**config.mk**
```make
export PLATFORM = sky130hd
export DESIGN_NAME = sact_queue
export DESIGN_NICKNAME = d
export VERILOG_FILES = /design/src/sact_pkg.sv /design/src/sact_queue.sv
export SDC_FILE = /design/constraint.sdc
export NUM_CORES = 1
export LEC_CHECK = 0
export ABC_CLOCK_PERIOD_IN_PS = 2700
export BUFFER_PORTS_ARGS = -buffer_cell sky130_fd_sc_hd__buf_2
export CAP_MARGIN = 20
export CORE_ASPECT_RATIO = 0.6
export CORE_MARGIN = 4
export CORE_UTILIZATION = 40
export DETAILED_ROUTE_END_ITERATION = 6
export PLACE_DENSITY = 0.61
export SETUP_SLACK_MARGIN = 0.4
export SYNTH_ARGS = -nofsm -noshare
export SYNTH_HDL_FRONTEND = slang
export SYNTH_SLANG_ARGS = --single-unit
```
**constraint.sdc**
```tcl
create_clock -name aclk -period 2.7 [get_ports aclk]
set_clock_uncertainty 0.1 [all_clocks]
set_input_delay 0.54 -clock aclk [delete_from_list [all_inputs] [get_ports aclk]]
set_output_delay 0.54 -clock aclk [all_outputs]
set_load 0.03 [all_outputs]
```
**src/sact_pkg.sv**
```systemverilog
// Shared geometry constants and types of the cache tag controller.
package sact_pkg;

    // Cache geometry.
    localparam int CACHE_BYTES = 32768;
    localparam int ADDR_BITS   = 32;

    // One row holds both ways of a two-way set, or two consecutive direct-mapped lines.
    localparam int ROWS      = CACHE_BYTES / 64;
    localparam int ROW_BITS  = $clog2(ROWS);
    localparam int DM_SPLIT  = $clog2(CACHE_BYTES);
    localparam int TW_SPLIT  = DM_SPLIT - 1;
    localparam int TAG_BITS  = ADDR_BITS - TW_SPLIT;
    localparam int DM_TAG_BITS = ADDR_BITS - DM_SPLIT;

    // Request queue between front and back.
    localparam int QUEUE_DEPTH = 2;
    localparam int QPTR_BITS   = $clog2(QUEUE_DEPTH);

    // Configuration register indexes.
    localparam int CFG_IDX_BITS = 2;
    localparam logic [CFG_IDX_BITS-1:0] CFG_LINE_64 = 2'd0;
    localparam logic [CFG_IDX_BITS-1:0] CFG_TWO_WAY = 2'd1;
    localparam logic [CFG_IDX_BITS-1:0] CFG_USE_LRU = 2'd2;

    // Access commands.
    localparam logic CMD_LOAD  = 1'b0;
    localparam logic CMD_STORE = 1'b1;

    // A classified request as it waits in the queue.
    typedef struct packed {
        logic                is_store;
        logic                two_way;
        logic                use_lru;
        logic                dm_way;
        logic [ROW_BITS-1:0] row;
        logic [TAG_BITS-1:0] tag;
    } q_entry_t;

    // One tag memory row.
    typedef struct packed {
        logic                victim;
        logic                valid1;
        logic [TAG_BITS-1:0] tag1;
        logic                valid0;
        logic [TAG_BITS-1:0] tag0;
    } tag_row_t;

endpackage

```
**src/sact_queue.sv**
```systemverilog
// Short request queue between the front end and the back end.
module sact_queue (
    input  logic               aclk,
    input  logic               aresetn,
    input  logic               push,
    input  sact_pkg::q_entry_t push_entry,
    input  logic               pop,
    output logic               not_empty,
    output logic               full,
    output sact_pkg::q_entry_t head
);
    import sact_pkg::*;

    q_entry_t             slots_reg [QUEUE_DEPTH];
    logic [QPTR_BITS-1:0] wr_ptr_reg, wr_ptr_next;
    logic [QPTR_BITS-1:0] rd_ptr_reg, rd_ptr_next;
    logic [QPTR_BITS:0]   count_reg, count_next;

    assign not_empty = (count_reg != '0);
    assign full      = (count_reg == (QPTR_BITS+1)'(QUEUE_DEPTH));
    assign head      = slots_reg[rd_ptr_reg];

    // Pointer and fill count updates.
    always_comb begin
        wr_ptr_next = push ? wr_ptr_reg + 1'b1 : wr_ptr_reg;
        rd_ptr_next = pop  ? rd_ptr_reg + 1'b1 : rd_ptr_reg;
        count_next  = count_reg;
        if (push && !pop) begin
            count_next = count_reg + 1'b1;
        end else if (pop && !push) begin
            count_next = count_reg - 1'b1;
        end
    end

    always_ff @(posedge aclk) begin
        if (!aresetn) begin
            wr_ptr_reg <= '0;
            rd_ptr_reg <= '0;
            count_reg  <= '0;
        end else begin
            wr_ptr_reg <= wr_ptr_next;
            rd_ptr_reg <= rd_ptr_next;
            count_reg  <= count_next;
        end
    end

    // Entry storage.
    always_ff @(posedge aclk) begin
        if (push) begin
            slots_reg[wr_ptr_reg] <= push_entry;
        end
    end

endmodule

```
==> results by group <==
STA
  – Worst slew pin tran: 513.1 ps
  – Min Tclk post-route: 2163 ps
  – F_max: 0.4624 GHz
  – Max Slew Vio Count: 0
  – Rel. slew slack: 65.72%
  – Fin crit share: 80.11%
  – # setup viols final: 0
  – Final setup TNS: 0 ps
  – Setup ws final: 537.1 ps
  – Final count of hold timing violations: 0
  – Unrepaired setup endpoints after global routing: no

Clock tree
  – Reg clk slew, reported paths: 70 ps
  – H-tree levels: 3
  – TritonCTS Buffers: 9
  – CTS Hold Bufs: 0
  – CTS tree: done
  – Clock sinks: 67
  – Clk buf depth: 2
  – Post-CTS setup buffers: 0
  – Root Buffer: clkbuf_8
  – Worst-skew pair later-pin latency: 330 ps
  – CTS resizes: 0

Yosys
  – Synth Flop Type: edfxtp_1
  – Synthesized area per cell: 20.74 sq um
  – Post-synth EDFFs: 62
  – Post-synthesis mux area share: 14.26%
  – Mapped Cells: 118
  – Synth area leaders: edfxtp_1 (76%), mux2_2 (14%), dfxtp_1 (4.1%), and2_1 (1.0%), xor2_1 (0.72%)
  – Post-synth cell types: 16
  – Largest area contributor in the netlist: edfxtp_1
  – Post-synthesis xor/xnor area fraction: 1.074%
  – Area share of the largest cell type after synthesis: 76.07%
  – YS warnings: 0
  – Seq cells post-synth: 67
  – Post-synth ARST share: 0%
  – Post-synthesis compound-gate area fraction: 0.8180%
  – Post-Syn Nets: 154
  – Synth Area in Adders: 0.5112%
  – Cell Area, Synth: 2447 sq um
  – Simple-gate share of the synthesized area: 2.403%
  – Sequential fraction of the synthesis area: 80.16%
  – Main combinational cell family by area after synthesis: multiplexers

Layout
  – Nets: 234
  – Diode count: 0
  – # fillers: 461
  – Design area: 3120 sq um
  – Max reg flops: 62
  – Area Overhead vs Synth: 27.51%
  – Layout cells sized above 1: 58.62%
  – Core Util, Final: 54.23%

Floorplanning
  – Die area: 7475 sq um
  – Rows: 21
  – I/O pins: 68
  – Die height: 68.59 um
  – Initial Util: 42.53%
  – Die Wd: 109.0 um
  – Core Footprint: 5754 sq um

Placement
  – Dpl hpwl: 2942 um
  – Setup WS pre-CTS: 888.4 ps
  – Port Buf Inserts: 67
  – DP Area: 2938 sq um
  – GPL Wtd Cong: 0.6339

Critical path
  – CP required: 2060 ps
  – WP data arrival: 1520 ps
  – CP max FO: 15
  – Worst R2R Path Depth: 2
  – FF-to-FF End: slots_reg[0][19]
  – R2R setup slack: 1300 ps
  – Worst Setup Start Kind: flop
  – Crit path to: head[10]
  – Worst r2r src: wr_ptr_reg
  – Setup CP Type: reg2out
  – Crit. End Element: output port

Power
  – Pwr per Cell Area: 738.6 nW/um^2
  – Peak VDD IR: 0.3696 mV
  – Leak Pwr: 1.195 nW

Detailed routing
  – Via density: 4.558
  – Routed length per instance: 14.78 um
  – Remaining DRCs: 0
  – Final ANT Viol Nets: 0
  – DRT iter0 DRCs: 31
  – Detailed Routing Iterations Pass 1: 4
  – Drt total wl: 4182 um
  – Via count: 1290

Global route
  – Number of global-route vias before repair: 1303
  – Largest net degree at the start of global routing: 18
  – Gr ovfl total: 0
  – Antenna violations before repair: 0
  – First-pass GRT wire length: 6617 um
  – Global Route Usage Sum: 12.72%

Flow run
  – Max Cap Viol: 0

Outcome
  – Status: completed

Worst hold path
  – HP Class: in2reg
## cell type report
cell class	instances	area (sq um)	area share, %
clock buffers	9	123.9	3.970
clock inverters	7	58.81	1.885
inverters	1	3.754	0.1203
multi-input cells	47	474.2	15.20
flip-flops and latches	67	1962	62.87
well taps	80	100.1	3.208
repair buffers	72	397.9	12.75
## cells by family after synthesis
kind of cell / Yosys count
simple gates: 9
fa+ha+maj: 1
mux: 31
compound gates: 3
flops: 67
buf+inv: 4
xor+xnor: 3
## cell usage in the layout, fill, tap and decap left out, types with 2 or more instances in the layout
| cell | instances |
|---|---|
| and2_1 | 4 |
| buf_12 | 2 |
| buf_2 | 67 |
| buf_4 | 3 |
| clkbuf_8 | 9 |
| clkinv_1 | 3 |
| clkinv_2 | 2 |
| dfxtp_1 | 5 |
| edfxtp_1 | 62 |
| mux2_2 | 31 |
| xor2_1 | 2 |
## how the worst min path moves through the flow
| stage | start | end | cells after the start |
|---|---|---|---|
| floorplan | count_reg[1] | count_reg[1] | 2 |
| global placement | count_reg[1] | count_reg[1] | 2 |
| detailed placement | count_reg[1] | count_reg[1] | 2 |
| CTS | push_entry[12] | slots_reg[1][12] | 1 |
| global route | push_entry[12] | slots_reg[1][12] | 1 |
| finish | push_entry[12] | slots_reg[0][12] | 1 |
## worst max-delay path: stages (launching register included)
cell and delay [ps]:
dfxtp_1 370, buf_4 260, mux2_2 370, buf_2 180
## layer usage
metal,part of all wire (%),GRT usage [%]
met5,0,0
met4,1.8,6.142
met3,11,7.070
met2,45,18.88
met1,42,15.13
## synthesized netlist by cell type (2+ instances only)
cell type / count
buf_2: 3
mux2_2: 31
and2_1: 4
dfxtp_1: 5
nor2b_1: 2
xor2_1: 2
edfxtp_1: 62
## power by group
group / switching [W] / internal [W]
sequential: 0.0000166 / 0.00120
clock: 0.000344 / 0.000413
combinational: 0.000204 / 0.000131
total: 0.000565 / 0.00174
## through the flow
stage | std cells | total power (W) | hold WS [ps]
finish | 283 | 0.002305 | 288.9
global route | 283 | 0.002422 | 263.4
CTS | 283 | 0.002336 | 271.7
detailed placement | 267 | 0.001576 | 397.0
global placement | 267 | 0.001563 | 370.9
floorplan | 118 | 0.001457 | 361.2
Note: power is estimated with default switching activity, not from simulation.
