## src/sact_pkg.sv

```systemverilog
// Shared geometry constants and types of the cache tag controller.
package sact_pkg;

    // Cache geometry.
    localparam int CACHE_BYTES = 32768;
    localparam int ADDR_BITS   = 32;

    // One row holds both ways of a two-way set, or two consecutive direct-mapped lines.
    localparam int ROWS      = CACHE_BYTES / 64;
    localparam int ROW_BITS  = $clog2(ROWS);
    localparam int DM_SPLIT  = $clog2(CACHE_BYTES);
    localparam int TW_SPLIT  = DM_SPLIT - 1;
    localparam int TAG_BITS  = ADDR_BITS - TW_SPLIT;
    localparam int DM_TAG_BITS = ADDR_BITS - DM_SPLIT;

    // Request queue between front and back.
    localparam int QUEUE_DEPTH = 2;
    localparam int QPTR_BITS   = $clog2(QUEUE_DEPTH);

    // Configuration register indexes.
    localparam int CFG_IDX_BITS = 2;
    localparam logic [CFG_IDX_BITS-1:0] CFG_LINE_64 = 2'd0;
    localparam logic [CFG_IDX_BITS-1:0] CFG_TWO_WAY = 2'd1;
    localparam logic [CFG_IDX_BITS-1:0] CFG_USE_LRU = 2'd2;

    // Access commands.
    localparam logic CMD_LOAD  = 1'b0;
    localparam logic CMD_STORE = 1'b1;

    // A classified request as it waits in the queue.
    typedef struct packed {
        logic                is_store;
        logic                two_way;
        logic                use_lru;
        logic                dm_way;
        logic [ROW_BITS-1:0] row;
        logic [TAG_BITS-1:0] tag;
    } q_entry_t;

    // One tag memory row.
    typedef struct packed {
        logic                victim;
        logic                valid1;
        logic [TAG_BITS-1:0] tag1;
        logic                valid0;
        logic [TAG_BITS-1:0] tag0;
    } tag_row_t;

endpackage

```

## src/sact_front.sv

```systemverilog
// Front end: accepts access requests and splits the address into row, way and tag.
module sact_front (
    input  logic                          s_valid,
    output logic                          s_ready,
    input  logic                          s_command,
    input  logic [sact_pkg::ADDR_BITS-1:0] s_address,
    input  logic                          line_64,
    input  logic                          two_way,
    input  logic                          use_lru,
    input  logic                          queue_full,
    input  logic                          back_clearing,
    output logic                          push,
    output sact_pkg::q_entry_t             entry
);
    import sact_pkg::*;

    logic [ROW_BITS:0]   dm_line;
    logic [ROW_BITS-1:0] tw_set;

    // Requests wait while the tag memory is cleared or the queue is full.
    assign s_ready = !queue_full && !back_clearing;
    assign push    = s_valid && s_ready;

    // Set index: the offset is five or six bits, the rest up to the tag boundary.
    always_comb begin
        if (line_64) begin
            dm_line = {1'b0, s_address[DM_SPLIT-1:6]};
            tw_set  = {1'b0, s_address[TW_SPLIT-1:6]};
        end else begin
            dm_line = s_address[DM_SPLIT-1:5];
            tw_set  = s_address[TW_SPLIT-1:5];
        end
    end

    // Build the queue entry for the selected organization.
    always_comb begin
        entry.is_store = (s_command == CMD_STORE);
        entry.two_way  = two_way;
        entry.use_lru  = use_lru;
        if (two_way) begin
            entry.dm_way = 1'b0;
            entry.row    = tw_set;
            entry.tag    = s_address[ADDR_BITS-1:TW_SPLIT];
        end else begin
            entry.dm_way = dm_line[0];
            entry.row    = dm_line[ROW_BITS:1];
            entry.tag    = {{(TAG_BITS-DM_TAG_BITS){1'b0}}, s_address[ADDR_BITS-1:DM_SPLIT]};
        end
    end

endmodule

```

## config.mk

```make
export PLATFORM = sky130hd
export DESIGN_NAME = sact_front
export DESIGN_NICKNAME = d
export VERILOG_FILES = /design/src/sact_pkg.sv /design/src/sact_front.sv
export SDC_FILE = /design/constraint.sdc
export NUM_CORES = 1
export LEC_CHECK = 0
export ABC_AREA = 1
export BUFFER_PORTS_ARGS = -buffer_cell sky130_fd_sc_hd__buf_2
export CORE_MARGIN = 4
export CORE_UTILIZATION = 33
export DETAILED_ROUTE_END_ITERATION = 12
export GPL_ROUTABILITY_DRIVEN = 1
export PLACE_DENSITY_LB_ADDON = 0.25
export SLEW_MARGIN = 20
export SYNTH_ARGS = -nofsm -noshare
export SYNTH_HDL_FRONTEND = slang
export SYNTH_SLANG_ARGS = --single-unit
```

## constraint.sdc

```tcl
create_clock -name vclk -period 0.8
set_clock_uncertainty 0.05 [all_clocks]
set_input_delay 0.08 -clock vclk [all_inputs]
set_output_delay 0.08 -clock vclk [all_outputs]
set_load 0.005 [all_outputs]
```

==> impl_summary.txt, run 1 <==
----------------------------------------------------
[Status]
  Result of the run ... completed

[Job]
  # Max-Cap Violations ... 0

[Drt]
  Wire per inst ... 9.399 µm
  Sum of routed wire length over all layers ... 1767 µm
  Total vias in the final route ... 866
  Met2 routed WL ... 836 µm
  Top layer reached by signal wires ... met3
  Via count normalized by instance count ... 4.606
  Violation count after the first detailed-route iteration ... 9
  Iteration count of the initial detailed-routing pass ... 4
  DR WL met3 ... 218 µm
  Drt drc ... 0
  Routed length on met1 ... 712 µm
  Post-route antenna net violation count ... 0

[Layout]
  Antenna cells ... 0
  Final Net Count ... 213
  Layout overhead on the synthesized area ... 58.39%
  Number of flip-flops and latches ... 0
  Fraction of final layout cells sized beyond drive strength 1 ... 41.86%
  Count of non-filler cells in the finished layout ... 188
  Final core utilization ... 56.57%
  Total area of sequential cells ... 0 µm²
  Clock buffer instance count of the final layout ... 0

[Global routing]
  Global-route wire length before repair ... 2628 µm
  Initial antenna violation count ... 0
  Tot GR Track Use ... 12.27%
  Largest net degree at the start of global routing ... 28
  Total global routing overflow ... 0
  Vias in the first global route ... 669

[Timing]
  Post-route fraction of the period consumed by the critical path ... 96.21%
  Pin slew with the least headroom to its limit ... 0.1568 ns
  Number of hold violations in the final report ... 0
  Final Setup Violations ... 0
  Aggregate negative setup slack ... 0 ns
  Remaining max-slew budget at the tightest pin ... 89.44%
  Post-route worst setup slack ... 0.03029 ns
  RSZ-0062 raised after global routing ... false
  Maximum clock rate ... 1.299 GHz
  Number of max-slew violations in the final report ... 0
  Min Tclk post-route ... 0.7697 ns

[Yosys]
  Total of warnings raised by yosys ... 0
  Fraction of the mapped netlist area in compound gates ... 17.93%
  Number of instances in the synthesized netlist ... 114
  Mapped Avg Cell Area ... 4.774 µm²
  Share of the synthesized area in the top cell type ... 31.03%
  Unique masters post-synth ... 14
  Biggest area contributors in the synthesized netlist ... sky130_fd_sc_hd__nand2_1 (31%), sky130_fd_sc_hd__nand3_1 (15%), sky130_fd_sc_hd__inv_1 (13%), sky130_fd_sc_hd__o21ai_0 (13%), sky130_fd_sc_hd__buf_4 (6.9%)
  Fraction of the yosys area taken by sequential cells ... 0%
  Area share of fa/ha/maj cells after synthesis ... 0%
  Largest area contributor in the netlist ... sky130_fd_sc_hd__nand2_1
  Mapped cell area ... 544.3 µm²
  Multiplexer share of the synthesized area ... 0%
  Largest family of logic cells by synthesized area ... simple AND/OR/NAND/NOR gates
  Fraction of synthesized cell area in xor and xnor cells ... 0%
  Post-Syn Nets ... 153
  Simple-gate share of the synthesized area ... 50.34%

[Place]
  Weighted congestion at the end of routability-driven global placement ... 0.7620
  Detailed placer's ending HPWL ... 1406 µm
  Placed Cells ... 186
  Number of input and output port buffers inserted ... 63
  Worst slack at placement ... -0.06708 ns

[Power]
  Seq pwr share ... 0%
  Maximum vdd ir drop ... 0.0002413 V
  Static power due to leakage ... 0.5868 nW
  Power density of the placed cells ... 553.0 mW/mm²
  Total power draw ... 0.4767 mW
  Total internal power ... 0.2343 mW
  Portion of total power attributed to combinational logic ... 100.0%
  Net switching power ... 0.2424 mW
  Sw Share ... 50.85%
  Share of total power in the clock network ... 0%

[Floorplanning]
  Area enclosed by the die boundary ... 0.002363 mm²
  DIE WIDTH ... 48.61 µm
  Top-level I/O count ... 72
  Cell Rows ... 14
  Area of the core ... 0.001524 mm²
  Die height ... 48.61 µm
  Initial cell density of the core ... 35.71%

[Clock network]
  Number of buffers inserted by post-CTS setup repair ... 0
  Quantity of hold-fixing buffers added after cts ... 0

[Critical path]
  Maximum fanout count along the critical path ... 17
  Worst setup SP type ... input pin
  CP Class ... input pin to primary output
  Crit path required time ... 0.67 ns
  Data arrival time of the worst path ... 0.64 ns
  Nature of the critical path endpoint ... primary output

[Hold path]
  Worst min-delay path class ... input pin to primary output

----------------------------------------------------
==> final cells by class <==
| type | count | area, µm² |
|---|---|---|
| Multi-Input combinational cell | 84 | 371.6 |
| Timing Repair Buffer | 65 | 359.1 |
| Inverter | 21 | 96.34 |
| Timing Repair inverter | 2 | 15.01 |
| Fill cell | 165 | 661.9 |
| Tap cell | 16 | 20.02 |
==> synth_stat cells <==
cell type / instances
sky130_fd_sc_hd__buf_8: 1
sky130_fd_sc_hd__o21ai_1: 2
sky130_fd_sc_hd__nand3_1: 16
sky130_fd_sc_hd__inv_8: 1
sky130_fd_sc_hd__o21ai_0: 14
sky130_fd_sc_hd__nor2_1: 3
sky130_fd_sc_hd__nor2_2: 1
sky130_fd_sc_hd__buf_6: 3
sky130_fd_sc_hd__inv_2: 1
sky130_fd_sc_hd__nor3b_1: 1
sky130_fd_sc_hd__buf_4: 5
sky130_fd_sc_hd__inv_1: 19
sky130_fd_sc_hd__o21ai_2: 2
sky130_fd_sc_hd__nand2_1: 45
==> path summary, 6_finish.rpt <==
path	from	to	depth (start not counted)
max	two_way	entry[1]	4
min	s_command	entry[30]	0
==> timing repair <==
item,CTS,global route
gates resized for setup,4,9
gates cloned,0,2
setup endpoints to repair,18,23
==> worst max-delay path, stage by stage <==
cell and delay [ns]:
sky130_fd_sc_hd__buf_6 0.13, sky130_fd_sc_hd__buf_12 0.15, sky130_fd_sc_hd__o21ai_0 0.14, sky130_fd_sc_hd__buf_2 0.14
==> metal layers <==
layer	global-route usage, %	vias up
met4	0	0
li1	-	468
met3	3.374	0
met2	22.17	36
met1	15.20	362
met5	0	-
==> power by group through the flow <==
stage               sequential [mW]  combinational (mW)  clock (mW)
floorplan                         0               0.261           0
global placement                  0               0.449           0
detailed placement                0               0.456           0
CTS                               0               0.464           0
global route                      0               0.539           0
finish                            0               0.477           0
==> stage by stage <==
step / hold WS, ns / area [µm²]
floorplan: 0.1369 / 544.3
global placement: 0.1100 / 820.8
detailed placement: 0.1100 / 820.8
CTS: 0.1100 / 832.0
global route: 0.1100 / 862.1
finish: 0.1100 / 862.1
==> cells in the final DEF (no fill, tap or decap), drive strengths merged <==
cell type,count
nor3b,1
nor2,4
inv,22
clkinv,1
buf,65
o21ai,18
nand2,45
nand3,16
==> cells by family (layout without fill, tap and decap cells) <==
family,after synthesis,after routing
buf+inv,30,88
simple gates,66,66
compound gates,18,18
Note: power is estimated with default switching activity, not from simulation.
==> run 2: changes to the inputs <==
Settings changed: CORE_ASPECT_RATIO from default to 0.9.
==> run 2 against run 1 <==
Via count increased by 5.7%. Cell area increased by 9.4%. Sequential share of layout area unchanged. Count of clock-buffer cells in the layout unchanged. Combinational power increased by 9.6%. Global-route usage increased by 2.7 points. Wire length increased by 14%. Die area about the same. Cell count increased by 4.3%. Setup slack got worse by 0.012 ns. Critical endpoint is now entry[22]. Highest routed layer unchanged.
==> impl_summary.txt, run 2 (synthesis gave the netlist of run 1 again) <==
----------------------------------------------------
[Status]
  Result of the run ... completed

[Floorplanning]
  Area of the core ... 0.001496 mm² (-1.8%)
  Top-level I/O count ... 72 (unchanged)
  DIE WIDTH ... 50.81 µm (+4.5%)
  Die height ... 46.53 µm (-4.3%)
  Area enclosed by the die boundary ... 0.002364 mm² (about the same)
  Initial cell density of the core ... 36.37% (+0.66 points)
  Cell Rows ... 13 (-1)

[Critical path]
  Data arrival time of the worst path ... 0.65 ns (about the same)
  Nature of the critical path endpoint ... primary output
  Maximum fanout count along the critical path ... 6 (-11)
  CP Class ... input pin to primary output
  Worst setup SP type ... input pin
  Crit path required time ... 0.67 ns (about the same)

[Power]
  Seq pwr share ... 0% (unchanged)
  Net switching power ... 0.2674 mW (+10%)
  Portion of total power attributed to combinational logic ... 100.0% (about the same)
  Total power draw ... 0.5234 mW (+9.8%)
  Total internal power ... 0.2560 mW (+9.3%)
  Share of total power in the clock network ... 0% (unchanged)
  Sw Share ... 51.08% (+0.24 points)
  Power density of the placed cells ... 554.8 mW/mm² (+0.32%)
  Maximum vdd ir drop ... 0.0002704 V (+12%)
  Static power due to leakage ... 0.6168 nW (+5.1%)

[Layout]
  Clock buffer instance count of the final layout ... 0 (unchanged)
  Commonest cells after routing, fill and taps aside ... sky130_fd_sc_hd__buf_2 (61), sky130_fd_sc_hd__nand2_1 (36), sky130_fd_sc_hd__inv_1 (18)
  Total area of sequential cells ... 0 µm² (unchanged)
  Final core utilization ... 63.04% (+6.5 points)
  Fraction of final layout cells sized beyond drive strength 1 ... 51.15% (+9.3 points)
  Final Net Count ... 215 (+0.94%)
  Antenna cells ... 0 (unchanged)
  Most common cell after layout, fill and taps aside ... sky130_fd_sc_hd__buf_2
  Layout overhead on the synthesized area ... 73.33%
  Number of flip-flops and latches ... 0 (unchanged)
  Number of filler cells placed in the layout ... 172 (+4.2%)

[Timing]
  Final Setup Violations ... 0 (unchanged)
  Remaining max-slew budget at the tightest pin ... 88.72% (-0.71 points)
  Maximum clock rate ... 1.279 GHz (-1.5%)
  Post-route worst setup slack ... 0.01844 ns (-0.01185 ns)
  Post-route fraction of the period consumed by the critical path ... 97.69% (+1.5 points)
  Number of hold violations in the final report ... 0 (unchanged)
  Min Tclk post-route ... 0.7816 ns (+0.01185 ns)
  Pin slew with the least headroom to its limit ... 0.1688 ns (+0.01199 ns)
  RSZ-0062 raised after global routing ... true
  Number of max-slew violations in the final report ... 0 (unchanged)

[Global routing]
  Initial antenna violation count ... 0 (unchanged)
  Vias in the first global route ... 770 (+15%)
  Total global routing overflow ... 0 (unchanged)
  Tot GR Track Use ... 14.98% (+2.7 points)
  Largest net degree at the start of global routing ... 28 (unchanged)
  Global-route wire length before repair ... 2898 µm (+10%)

[Drt]
  Sum of routed wire length over all layers ... 2015 µm (+14%)
  Iteration count of the initial detailed-routing pass ... 4 (unchanged)
  Wire per inst ... 10.28 µm (+9.4%)
  Post-route antenna net violation count ... 0 (unchanged)
  Violation count after the first detailed-route iteration ... 14 (+5)
  Drt drc ... 0 (unchanged)
  Total vias in the final route ... 915 (+5.7%)
  Via count normalized by instance count ... 4.668 (+1.3%)

[Place]
  Detailed placer's ending HPWL ... 1542 µm (+9.7%)
  Weighted congestion at the end of routability-driven global placement ... 0.7480 (-1.8%)
  Number of input and output port buffers inserted ... 63 (unchanged)
  Worst slack at placement ... -0.08656 ns (-0.01948 ns)

[Hold path]
  Worst min-delay path class ... input pin to primary output
  Min-Delay Path Depth ... 0 (unchanged)
  Launch point of the worst hold path ... use_lru
  Endpoint of the worst hold-timing path ... entry[28]

[Job]
  # Max-Cap Violations ... 0 (unchanged)

[Clock network]
  Number of buffers inserted by post-CTS setup repair ... 0 (unchanged)

----------------------------------------------------
## run 2: power by group through the flow
stage / Combinational, mW / Sequential (mW) / Clock [mW]
final: 0.523 / 0 / 0
after global routing: 0.588 / 0 / 0
after CTS: 0.480 / 0 / 0
after detailed placement: 0.469 / 0 / 0
after global placement: 0.462 / 0 / 0
after floorplan: 0.261 / 0 / 0
## run 2: repair_timing
| action | in CTS | in global routing |
|---|---|---|
| gates resized for setup | 5 | 25 |
| pin swaps | 1 | 8 |
| hold buffers | 0 | 0 |
| cloned | 0 | 1 |
| setup endpoints to repair | 27 | 27 |
## run 2: final cells by class
type	count	area (µm²)	area share (%)
Multi-Input combinational cell	84	424.2	44.96
Timing Repair Buffer	68	389.1	41.25
Inverter	21	93.84	9.947
Tap cell	22	27.53	2.918
Timing Repair inverter	1	8.758	0.9284
## run 2: through the flow
stage | hold slack (ns) | instances | TNS (ns) | cell area (µm²)
final | 0.1100 | 196 | 0 | 943.4
after global routing | 0.1100 | 196 | -0.08718 | 943.4
after CTS | 0.1101 | 195 | -0.07300 | 864.6
after detailed placement | 0.1101 | 195 | -1.380 | 850.8
after global placement | 0.1101 | 195 | -0.9807 | 850.8
after floorplan | 0.1369 | 114 | 0 | 544.3
## run 2: layer usage
metal  wire, µm  global-route usage, %  vias up
li1           -                      -      469
met1        789                  18.37      409
met2       1076                  30.21       37
met3        150                  1.294        0
met4          0                      0        0
met5          0                      0        -
## run 2: worst max-delay path by stage
stage,start,end,cells after the start
after floorplan,two_way,entry[18],5
after global placement,two_way,entry[23],5
after detailed placement,two_way,entry[14],4
after CTS,two_way,entry[14],5
after global routing,line_64,entry[23],6
final,line_64,entry[22],6
## run 2: worst max-delay path, cell delays in order
cell	delay [ns]
sky130_fd_sc_hd__buf_6	0.11
sky130_fd_sc_hd__buf_12	0.13
sky130_fd_sc_hd__nand2_2	0.07
sky130_fd_sc_hd__nand3_1	0.08
sky130_fd_sc_hd__nand2_1	0.07
sky130_fd_sc_hd__buf_2	0.10
